--- src/sv/hashed_score_cache_probe_defines.svh ---
// Assertion macros for the hashed score cache probe.
// Included by the top level; no other dependencies.
`ifndef HASHED_SCORE_CACHE_PROBE_DEFINES_SVH
`define HASHED_SCORE_CACHE_PROBE_DEFINES_SVH

`ifndef SYNTHESIS
// Same-cycle implication, disabled during reset.
`define HCP_ASSERT_IMPLIES(name, clk, rst, ante, cons) \
   name: assert property (@(posedge clk) disable iff (rst) (ante) |-> (cons)) \
      else $error("hcp assertion failed");
// Next-cycle implication, disabled during reset.
`define HCP_ASSERT_NEXT(name, clk, rst, ante, cons) \
   name: assert property (@(posedge clk) disable iff (rst) (ante) |=> (cons)) \
      else $error("hcp assertion failed");
`else
`define HCP_ASSERT_IMPLIES(name, clk, rst, ante, cons)
`define HCP_ASSERT_NEXT(name, clk, rst, ante, cons)
`endif

`endif

--- src/sv/hcp_pkg.sv ---
// Shared types, constants and hash helpers for the hashed score cache probe.
// No dependencies.
`timescale 1ns / 1ps
`default_nettype none
package hcp_pkg;

   localparam int unsigned VERTICES_DEFAULT = 32;
   localparam int unsigned SLOTS_PER_TABLE  = 128;
   localparam int unsigned SLOT_BITS        = $clog2(SLOTS_PER_TABLE);
   localparam int unsigned MAX_KEY_LENGTH   = 8;
   localparam int unsigned ELEM_BITS        = 5;
   localparam int unsigned KEY_BITS         = MAX_KEY_LENGTH * ELEM_BITS;
   localparam int unsigned LEN_BITS         = 4;
   localparam int unsigned NODE_BITS        = 5;
   localparam int unsigned HASH_BITS        = 64;
   localparam int unsigned SCORE_BITS       = 64;
   localparam int unsigned PROBE_BITS       = 8;
   localparam int unsigned FILL_BITS        = $clog2(SLOTS_PER_TABLE + 1);
   localparam int unsigned QUEUE_DEPTH      = 2;
   localparam int unsigned QPTR_BITS        = $clog2(QUEUE_DEPTH);

   localparam logic [HASH_BITS-1:0] FNV_BASIS = 64'hcbf29ce484222325;
   // The FNV prime is 2^40 + 0x1b3, so the fold is a shift plus a narrow product.
   localparam logic [8:0]           FNV_PRIME_LOW   = 9'h1b3;
   localparam int unsigned          FNV_PRIME_SHIFT = 40;
   localparam logic [HASH_BITS-1:0] MIX_A = 64'hff51afd7ed558ccd;
   localparam logic [HASH_BITS-1:0] MIX_B = 64'hc4ceb9fe1a85ec53;
   localparam int unsigned          MIX_SHIFT = 33;
   localparam int unsigned          LOAD_NUM  = 3;
   localparam int unsigned          LOAD_DEN  = 5;

   localparam logic KIND_LOOKUP = 1'b0;
   localparam logic KIND_INSERT = 1'b1;

   typedef enum logic [1:0] {
      CMD_APPEND = 2'd0,
      CMD_LOOKUP = 2'd1,
      CMD_INSERT = 2'd2
   } command_type;

   typedef enum logic [1:0] {
      STATUS_OK           = 2'd0,
      STATUS_KEY_TOO_LONG = 2'd1,
      STATUS_TABLE_FULL   = 2'd2,
      STATUS_NO_MISS      = 2'd3
   } status_type;

   // One classified lookup or insert waiting for the back end.
   typedef struct packed {
      logic                  is_insert;
      logic [NODE_BITS-1:0]  node;
      logic [HASH_BITS-1:0]  hash;
      logic [LEN_BITS-1:0]   length;
      logic [KEY_BITS-1:0]   key;
      logic                  overflow;
      logic [SCORE_BITS-1:0] score;
   } job_type;

   // One slot of a vertex table.
   typedef struct packed {
      logic                  valid;
      logic [HASH_BITS-1:0]  hash;
      logic [LEN_BITS-1:0]   length;
      logic [KEY_BITS-1:0]   key;
      logic [SCORE_BITS-1:0] score;
   } slot_entry_type;

   typedef struct packed {
      logic clearing;
   } back_status_type;

   typedef struct packed {
      logic full;
      logic empty;
   } queue_status_type;

   // One FNV-1a step: xor in the value, multiply by the prime.
   function automatic logic [HASH_BITS-1:0] fnv_fold(input logic [HASH_BITS-1:0] h,
                                                     input logic [HASH_BITS-1:0] v);
      logic [HASH_BITS-1:0] x;
      x = h ^ v;
      return (x << FNV_PRIME_SHIFT) + HASH_BITS'(x * FNV_PRIME_LOW);
   endfunction

   function automatic logic [HASH_BITS-1:0] xorshift_mix(input logic [HASH_BITS-1:0] h);
      return h ^ (h >> MIX_SHIFT);
   endfunction

endpackage
`default_nettype wire

--- src/sv/hcp_queue.sv ---
// Two-word queue of classified jobs between front and back end.
// Depends on hcp_pkg.
`timescale 1ns / 1ps
`default_nettype none
module hcp_queue import hcp_pkg::*; (
   input  logic             clock,
   input  logic             reset,
   input  logic             push,
   input  job_type          push_job,
   input  logic             pop,
   output job_type          head,
   output queue_status_type q_stat
);

   job_type                entry_ff [QUEUE_DEPTH];
   logic [QPTR_BITS-1:0]   wr_ptr_ff, wr_ptr_in;
   logic [QPTR_BITS-1:0]   rd_ptr_ff, rd_ptr_in;
   logic [QPTR_BITS:0]     count_ff, count_in;

   assign head         = entry_ff[rd_ptr_ff];
   assign q_stat.full  = (count_ff == (QPTR_BITS+1)'(QUEUE_DEPTH));
   assign q_stat.empty = (count_ff == '0);

   // Pointer and occupancy update.
   always_comb begin
      wr_ptr_in = wr_ptr_ff;
      rd_ptr_in = rd_ptr_ff;
      count_in  = count_ff;
      if (push) begin
         wr_ptr_in = QPTR_BITS'(wr_ptr_ff + 1'b1);
      end
      if (pop) begin
         rd_ptr_in = QPTR_BITS'(rd_ptr_ff + 1'b1);
      end
      if (push && !pop) begin
         count_in = count_ff + 1'b1;
      end else if (pop && !push) begin
         count_in = count_ff - 1'b1;
      end
   end

   always_ff @(posedge clock) begin
      if (reset) begin
         wr_ptr_ff <= '0;
         rd_ptr_ff <= '0;
         count_ff  <= '0;
      end else begin
         wr_ptr_ff <= wr_ptr_in;
         rd_ptr_ff <= rd_ptr_in;
         count_ff  <= count_in;
      end
   end

   // Storage needs no reset.
   always_ff @(posedge clock) begin
      if (push) begin
         entry_ff[wr_ptr_ff] <= push_job;
      end
   end

endmodule
`default_nettype wire

--- config.mk ---
export PLATFORM = sky130hd
export DESIGN_NAME = hcp_queue
export DESIGN_NICKNAME = d
export VERILOG_FILES = /design/src/sv/hashed_score_cache_probe_defines.svh /design/src/sv/hcp_pkg.sv /design/src/sv/hcp_queue.sv
export SDC_FILE = /design/constraint.sdc
export NUM_CORES = 1
export LEC_CHECK = 0
export ABC_CLOCK_PERIOD_IN_PS = 12320
export BUFFER_PORTS_ARGS = -buffer_cell sky130_fd_sc_hd__buf_2
export CAP_MARGIN = 10
export CORE_MARGIN = 2
export CORE_UTILIZATION = 37
export DETAILED_ROUTE_END_ITERATION = 6
export PLACE_DENSITY = 0.57
export REMOVE_ABC_BUFFERS = 1
export SYNTH_ARGS = -nofsm -noshare
export SYNTH_HDL_FRONTEND = slang
export SYNTH_SLANG_ARGS = --single-unit
export TNS_END_PERCENT = 30
--- constraint.sdc ---
create_clock -name clock -period 12.32 [get_ports clock]
set_input_delay 1.848 -clock clock [delete_from_list [all_inputs] [get_ports clock]]
set_output_delay 1.848 -clock clock [all_outputs]
set_load 0.01 [all_outputs]
Yosys cells after proc, flatten, opt, wreduce, memory -nomap -nowiden
Memories as Yosys holds them, arrays and structs flattened. A register that Yosys moved wholly into a read port is not among the register bits.
Index checks and enable logic that the tools add are counted.
Operators by class
  equality and inequality tests: 1
  add/subtract/negate cells: 4
  reductions and logical operators: 6
  mux-type cells: 6
Operators with widths (count)
  two-way mux 1 bit: 4
  two-way mux 2 bit: 2
  adder 1 bit (second input constant): 2
  adder 2 x 1 -> 2 bit (second input constant): 1
  equality test 2 bit (second input constant): 1
  logical AND 1 bit: 2
  zero test 1 bit: 2
  zero test 2 bit: 1
  nonzero test 2 bit: 1
  subtractor 2 x 1 -> 2 bit (second input constant): 1
Storage, ports and cells
  input bits: 183
  bits in registers: 4
  bits in writable memories: 358
  output and inout port bits: 181
  word-level logic and storage cells: 21
  memories: 1
Memory list
  entry_ff: depth 2, width 179, rd ports 1, clocked after Yosys merged registers in 1, write ports 1, RTL line hcp_queue.sv:15  | job_type entry_ff [QUEUE_DEPTH];

Logic depth before layout (Yosys ltp)
Gate-level depths: netlist (run 1).
  depth after elaboration: 4
  mapped depth: 5
  depth with buffers taken out: 5

Worst setup path before layout (run 1)
Ideal clock, no wire load.
  path type: in2reg
  start: input port push
  end: memory entry_ff[0][0] (netlist name) (enable)
  setup time: 742 ps
  required time: 11578 ps
  path buffers: 0
  data arrival time: 9575 ps
  stages: 1
  slack: 2003 ps
  cells stage by stage: nor2b_1
On the way
  cells in the longest elaborated chain, start to end: 2
Ends and longest elaborated chain
  start, declared: RTL line hcp_queue.sv:8  | input logic push,
  two-way mux 1 bit: RTL line hcp_queue.sv:56  | if (push) begin
  two-way mux 1 bit (not written as such): RTL line hcp_queue.sv:57  | entry_ff[wr_ptr_ff] <= push_job;
  end, declared: RTL line hcp_queue.sv:15
No other way between the ends.

==> results.tsv, run 1 <==
stage	metric	value	unit
synthesis	post-synthesis sequential area ratio	80.2	%
global_route	pin count of the biggest net entering global routing	73	
layout	most frequent cells in the layout	363 x buf_2, 358 x edfxtp_1, 100 x mux2_4, 79 x mux2_2, 41 x clkbuf_16	
power	sw frac	21.8	%
worst_setup_path	most used cell, CP	buf_4	
synthesis	count of different cell masters after synthesis	16	
cts	CTS H-Tree Depth	2	
die	Die Span X	195	um
power	leakage power	0.00656	uW
cts	CTS tree	done	
timing	Slew Limit Fails	0	
timing	RSZ-0062 raised after global routing	no	
timing	actual slew at the worst max-slew pin	1.03	ns
routing	Total Wirelength	26900	um
power	pwr/cell area	169	nW/um2
worst_setup_path	startpoint types	flip-flop	
cts	# Post-CTS Setup Buffers	0	
synthesis	yosys warns	0	
cts	Root Buffer Master	clkbuf_16	
timing	Worst Clk Skew	0.0137	ns
cts	clock latency on the worst-skew pair	0.52	ns
synthesis	Cell Area, Synth	13500	um2
die	Cell Rows	70	
worst_setup_path	Worst Path Required	10.47	ns
synthesis	Synth Area per Inst	23.4	um2
worst_setup_path	Largest stage delay, worst path	0.81	ns
worst_setup_path	R2R depth	3	
routing	DR vias/cell	4.55	
layout	final instance area	17000	um2
power	VDD IR max	0.000111	V
flow_run	Max Cap Viol	0	
synthesis	top post-synthesis cells by area	edfxtp_1 79%, mux2_4 11%, mux2_2 6.6%, buf_6 1.2%, dfxtp_1 0.74%	
synthesis	post-synthesis simple-gate area fraction	0.324	%
worst_setup_path	reg-to-reg startpoint	wr_ptr_ff	
worst_setup_path	Slowest-stage cell, CP	buf_4	
placement	hpwl dp	17500	um
global_route	Overflow after GRT	0	
worst_setup_path	critical path's top delay family	buffers and inverters	
worst_setup_path	worst setup path category	reg -> out	
synthesis	Post-Synth XOR/XNOR Area	0.259	%
timing	Tcrit/Tclk final	41.9	%
routing	Routed WL per cell	18.3	um
power	Logic pwr share	11.0	%
min_path	HP Class	reg -> reg	
routing	DR iter-0 viols	238	
power	Internal Power	2250	uW
synthesis	Synth Area in Compound Gates	0.0740	%
worst_setup_path	WP depth	4	
synthesis	mux share of post-synthesis cell area	17.7	%
timing	min cycle time layout	5.16	ns
worst_setup_path	Max FO, Critical Path	57	
placement	dpl cell area	15800	um2
worst_setup_path	reg2reg end	entry_ff[0][81]	
global_route	first-pass GRT wire length	40300	um
synthesis	top-area cell type share of the netlist area	79.4	%
synthesis	Mapped Cells	579	
layout	fillers	3130	
die	die area	38100	um2
worst_setup_path	crit path capture	head[28]	
worst_setup_path	reg2reg setup slack	9.89	ns
timing	Hold Vio Cnt, Final	0	
routing	# DRC	0	
routing	DRT antenna net count	0	
global_route	number of global-route vias before repair	6994	
power	clock share of power	38.2	%
cts	clock-pin slew on the worst setup and hold paths	0.05	ns
timing	normalized max-slew margin	31.0	%
layout	synth-to-layout area growth	25.9	%
cts	cts bufs inserted	40	
die	I/O pin total	364	
layout	most common cell after layout, fill and taps aside	buf_2	
synthesis	main combinational cell family by area after synthesis	multiplexers	
cts	Max clock buf depth	3	
layout	share of layout cells above drive strength 1	60.3	%
cts	# resized after CTS	0	
placement	Routability Congestion	0.726	
routing	DRT Pass-1 Iters	4	
layout	Post-layout nets	1156	
die	Chip Height	195	um
timing	Peak Freq	194	MHz
status	status	completed	
synthesis	largest area contributor in the netlist	edfxtp_1	
synthesis	Yosys reg bits	363	
worst_setup_path	crit path cell chain	buf_4 > buf_4 > mux2_2 > buf_2	
layout	Final Util	46.9	%
routing	routed vias	6699	
cts	clock sink count	363	
synthesis	Post-Synth Adder-Cell Area	0.0924	%
timing	setup_tns	0	ns
power	Psw	629	uW
worst_setup_path	CP Capture Type	output pin	
global_route	total global-route track usage	13.8	%
worst_setup_path	worst path bufs/invs	3	
die	Core Box Area	36300	um2
placement	IO Port Bufs	363	
timing	Final Setup Violations	0	
global_route	antenna violations before repair	4	
die	Initial Utilization	37.2	%
power	Seq pwr share	50.8	%
worst_setup_path	crit path DAT	3.31	ns
cts	Post-CTS Hold Buffers	0	
==> sequential cells by signal, indices dropped and copies added (netlist names), named ones only <==
name	flops
wr_ptr_ff	1
rd_ptr_ff	1
entry_ff	358
count_ff	2
==> area by class of cell <==
cell class                 instances  area [um2]  area share, %
antenna                            1        2.50         0.0147
clock buffer                      52        1070           6.26
clock inverter                    20         150          0.881
inverter                           1        3.75         0.0220
multi-input combinational        195        2500           14.7
sequential                       363       10900           63.7
tap                              468         586           3.44
timing repair buffer             371        1880           11.0
==> worst min-delay path by stage <==
stage | from | end | slack [ns] | depth (start not counted)
detailed placement | count_ff[1] | count_ff[1] | 0.50 | 2
floorplan | count_ff[1] | count_ff[1] | 0.46 | 2
finish | count_ff[1] | count_ff[1] | 0.51 | 2
global route | count_ff[1] | count_ff[1] | 0.55 | 2
CTS | count_ff[1] | count_ff[1] | 0.51 | 2
global placement | count_ff[1] | count_ff[1] | 0.49 | 2
==> routing by layer <==
metal  GRT usage, %  share of wire, %  vias to the layer above
li1               -                 -                     3102
met1           16.3                40                     3322
met2           23.3                50                      230
met3           5.30               8.4                       41
met4           4.50               2.2                        4
met5              0              0.10                        -
==> power by group through the flow <==
stage	Sequential [uW]	Clock [uW]	Combinational, uW
2_1_floorplan	1520	0	198
3_3_place_gp	1490	0	321
6_report	1460	1100	316
5_1_grt	1470	1180	342
3_5_place_dp	1490	0	322
4_1_cts	1470	1140	324
==> kinds of logic after synthesis <==
| group | after synthesis |
|---|---|
| fa+ha+maj | 1 |
| xor+xnor | 4 |
| flops | 363 |
| buf+inv | 21 |
| mux | 179 |
| simple gates | 9 |
| compound gates | 2 |
==> stage by stage <==
stage	setup slack [ns]	hold WS, ns	std cells	total power, uW
floorplan	2.00	0.461	559	1720
global placement	7.68	0.490	1398	1810
detailed placement	7.63	0.501	1398	1810
CTS	7.06	0.512	1470	2920
global route	6.96	0.553	1471	2990
finish	7.16	0.513	1471	2880
==> synthesized netlist by cell type <==
cell type / number
ha_1: 1
mux2_2: 79
inv_1: 1
xnor2_1: 2
xor2_1: 2
or3_1: 1
and2_1: 1
nor2_1: 5
buf_6: 14
nor2b_1: 2
buf_2: 6
mux2_4: 100
dfxtp_1: 5
edfxtp_1: 358
a21oi_1: 1
o21ai_0: 1
==> worst register-to-register path, cell delays in order, from the launching register on <==
cell	delay (ns)
dfxtp_1	0.35
nor2b_4	0.13
buf_4	0.72
buf_4	0.79
Power figures use the tool's default switching activity.
==> run 2, diff against run 1 <==
Settings changed: ABC_CLOCK_PERIOD_IN_PS 12320 to 5100.
Clock period 12.32 ns to 5.1 ns, I/O delays scaled along.
==> run 2 against run 1 <==
  * Sequential cell count unchanged
  * Non-clock buffer count down 1
  * Setup slack got worse by 5.1 ns
  * Via count is 0.72% lower
  * Combinational power rose by 150%
  * Largest power group unchanged
  * Critical path type unchanged
==> results.tsv, run 2 (same netlist as run 1, synthesis figures left out) <==
stage	metric	value	unit
min_path	HP Class	in -> reg	
timing	normalized max-slew margin	36.4	%
cts	# resized after CTS	0	
layout	share of layout cells above drive strength 1	60.4	%
worst_setup_path	startpoint types	flip-flop	
placement	Routability Congestion	0.704	
global_route	total global-route track usage	13.8	%
die	Initial Utilization	37.2	%
worst_setup_path	worst setup path category	reg -> out	
cts	Max clock buf depth	3	
timing	RSZ-0062 raised after global routing	no	
routing	DRT antenna net count	0	
die	Cell Rows	70	
worst_setup_path	Max FO, Critical Path	84	
layout	most common cell after layout, fill and taps aside	buf_2	
worst_setup_path	reg2reg setup slack	3.08	ns
layout	Post-layout nets	1155	
global_route	first-pass GRT wire length	40200	um
timing	min cycle time layout	3.04	ns
timing	Final Setup Violations	0	
placement	placed instance count	1397	
cts	cts bufs inserted	40	
routing	DR iter-0 viols	266	
routing	# DRC	0	
layout	largest registers	entry_ff: 358 flops, count_ff: 2 flops	
power	leakage power	0.00656	uW
cts	clock sink count	363	
timing	Slew Limit Fails	0	
worst_setup_path	R2R depth	2	
timing	Tcrit/Tclk final	59.6	%
worst_setup_path	reg2reg end	entry_ff[1][74]	
timing	Peak Freq	329	MHz
die	Die Span X	195	um
routing	routed vias	6651	
cts	CTS tree	done	
global_route	Overflow after GRT	0	
die	Core Box Area	36300	um2
layout	Largest register FFs	358	
worst_setup_path	crit path DAT	2.27	ns
cts	CTS H-Tree Depth	2	
worst_setup_path	CP Capture Type	output pin	
routing	met2 WL post-DR	13100	um
die	I/O pin total	364	
status	status	completed	
routing	Top Metal Used	met5	
flow_run	Max Cap Viol	0	
worst_setup_path	reg-to-reg startpoint	wr_ptr_ff	
die	Chip Height	195	um
layout	Final Util	46.9	%
routing	Total Wirelength	27000	um
layout	post-route non-filler standard cell count	1468	
layout	most frequent cells in the layout	363 x buf_2, 358 x edfxtp_1, 100 x mux2_4, 79 x mux2_2, 41 x clkbuf_16	
layout	Most flops, register	entry_ff	
global_route	antenna violations before repair	4	
worst_setup_path	Worst Path Required	4.34	ns
timing	Worst Clk Skew	0.00839	ns
routing	DRT Pass-1 Iters	6	
placement	dpl cell area	15900	um2
global_route	number of global-route vias before repair	7045	
routing	Routed WL per cell	18.4	um
power	Overall Power	6900	uW
placement	Setup WS pre-CTS	2.46	ns
power	pwr/cell area	405	nW/um2
cts	Post-CTS Hold Buffers	0	
timing	final worst slack	2.06	ns
cts	clock-pin slew on the worst setup and hold paths	0.06	ns
routing	routed wl met3	2210	um
die	die area	38100	um2
cts	Root Buffer Master	clkbuf_16	
routing	DR vias/cell	4.53	
timing	Hold Vio Cnt, Final	0	
cts	# Post-CTS Setup Buffers	0	
layout	synth-to-layout area growth	26.0	%
layout	final instance area	17100	um2
routing	met1 WL	11000	um
worst_setup_path	crit path capture	head[178]	
global_route	pin count of the biggest net entering global routing	85	
power	VDD IR max	0.000276	V
cts	clock latency on the worst-skew pair	0.53	ns
timing	actual slew at the worst max-slew pin	0.952	ns
placement	IO Port Bufs	363	
placement	hpwl dp	17200	um
run 2: cell types whose count changed in the layout (fill, tap and decap cells not counted), sizes merged:
cell and delta:
bufinv -1, clkinvlp +1, clkbuf -5, clkinv +1
diode +2, buf -1
run 2: power breakdown:
part	internal, uW	switching [uW]	leakage (uW)
clock network	1510	1090	0.000570
registers	3490	45.0	0.00340
logic	380	396	0.00258
total	5370	1530	0.00656
run 2: routing by layer:
| layer | global-route usage [%] | vias up |
|---|---|---|
| li1 | - | 3103 |
| met1 | 16.8 | 3261 |
| met2 | 22.6 | 238 |
| met3 | 4.61 | 47 |
| met4 | 6.08 | 2 |
| met5 | 0 | - |
run 2: metrics by stage:
| stage | hold slack (ns) | setup TNS [ns] |
|---|---|---|
| CTS | 0.366 | 0 |
| global route | 0.379 | 0 |
| finish | 0.417 | 0 |
| global placement | 0.492 | 0 |
| floorplan | 0.461 | -1141.00 |
| detailed placement | 0.496 | 0 |
run 2: worst min-delay path by stage:
stage                     depth (start not counted)          from               to
after floorplan                                   2   count_ff[1]      count_ff[1]
after global placement                            2   count_ff[1]      count_ff[1]
after detailed placement                          2   count_ff[1]      count_ff[1]
after CTS                                         1   push_job[8]   entry_ff[0][8]
after global routing                              1  push_job[86]  entry_ff[0][86]
final                                             1  push_job[87]  entry_ff[1][87]
run 2: area by class of cell:
class                           instances  area (um2)
Fill cell                            3162       19300
Sequential cell                       363       10900
Multi-Input combinational cell        195        2500
Timing Repair Buffer                  370        1930
Clock buffer                           47        1050
Tap cell                              468         586
Clock inverter                         21         124
Antenna cell                            3        7.51
Inverter                                1        3.75
run 2: critical path: stages (launching register included):
cell,delay (ns)
dfxtp_4,0.54
buf_12,0.43
mux2_2,0.44
buf_2,0.15
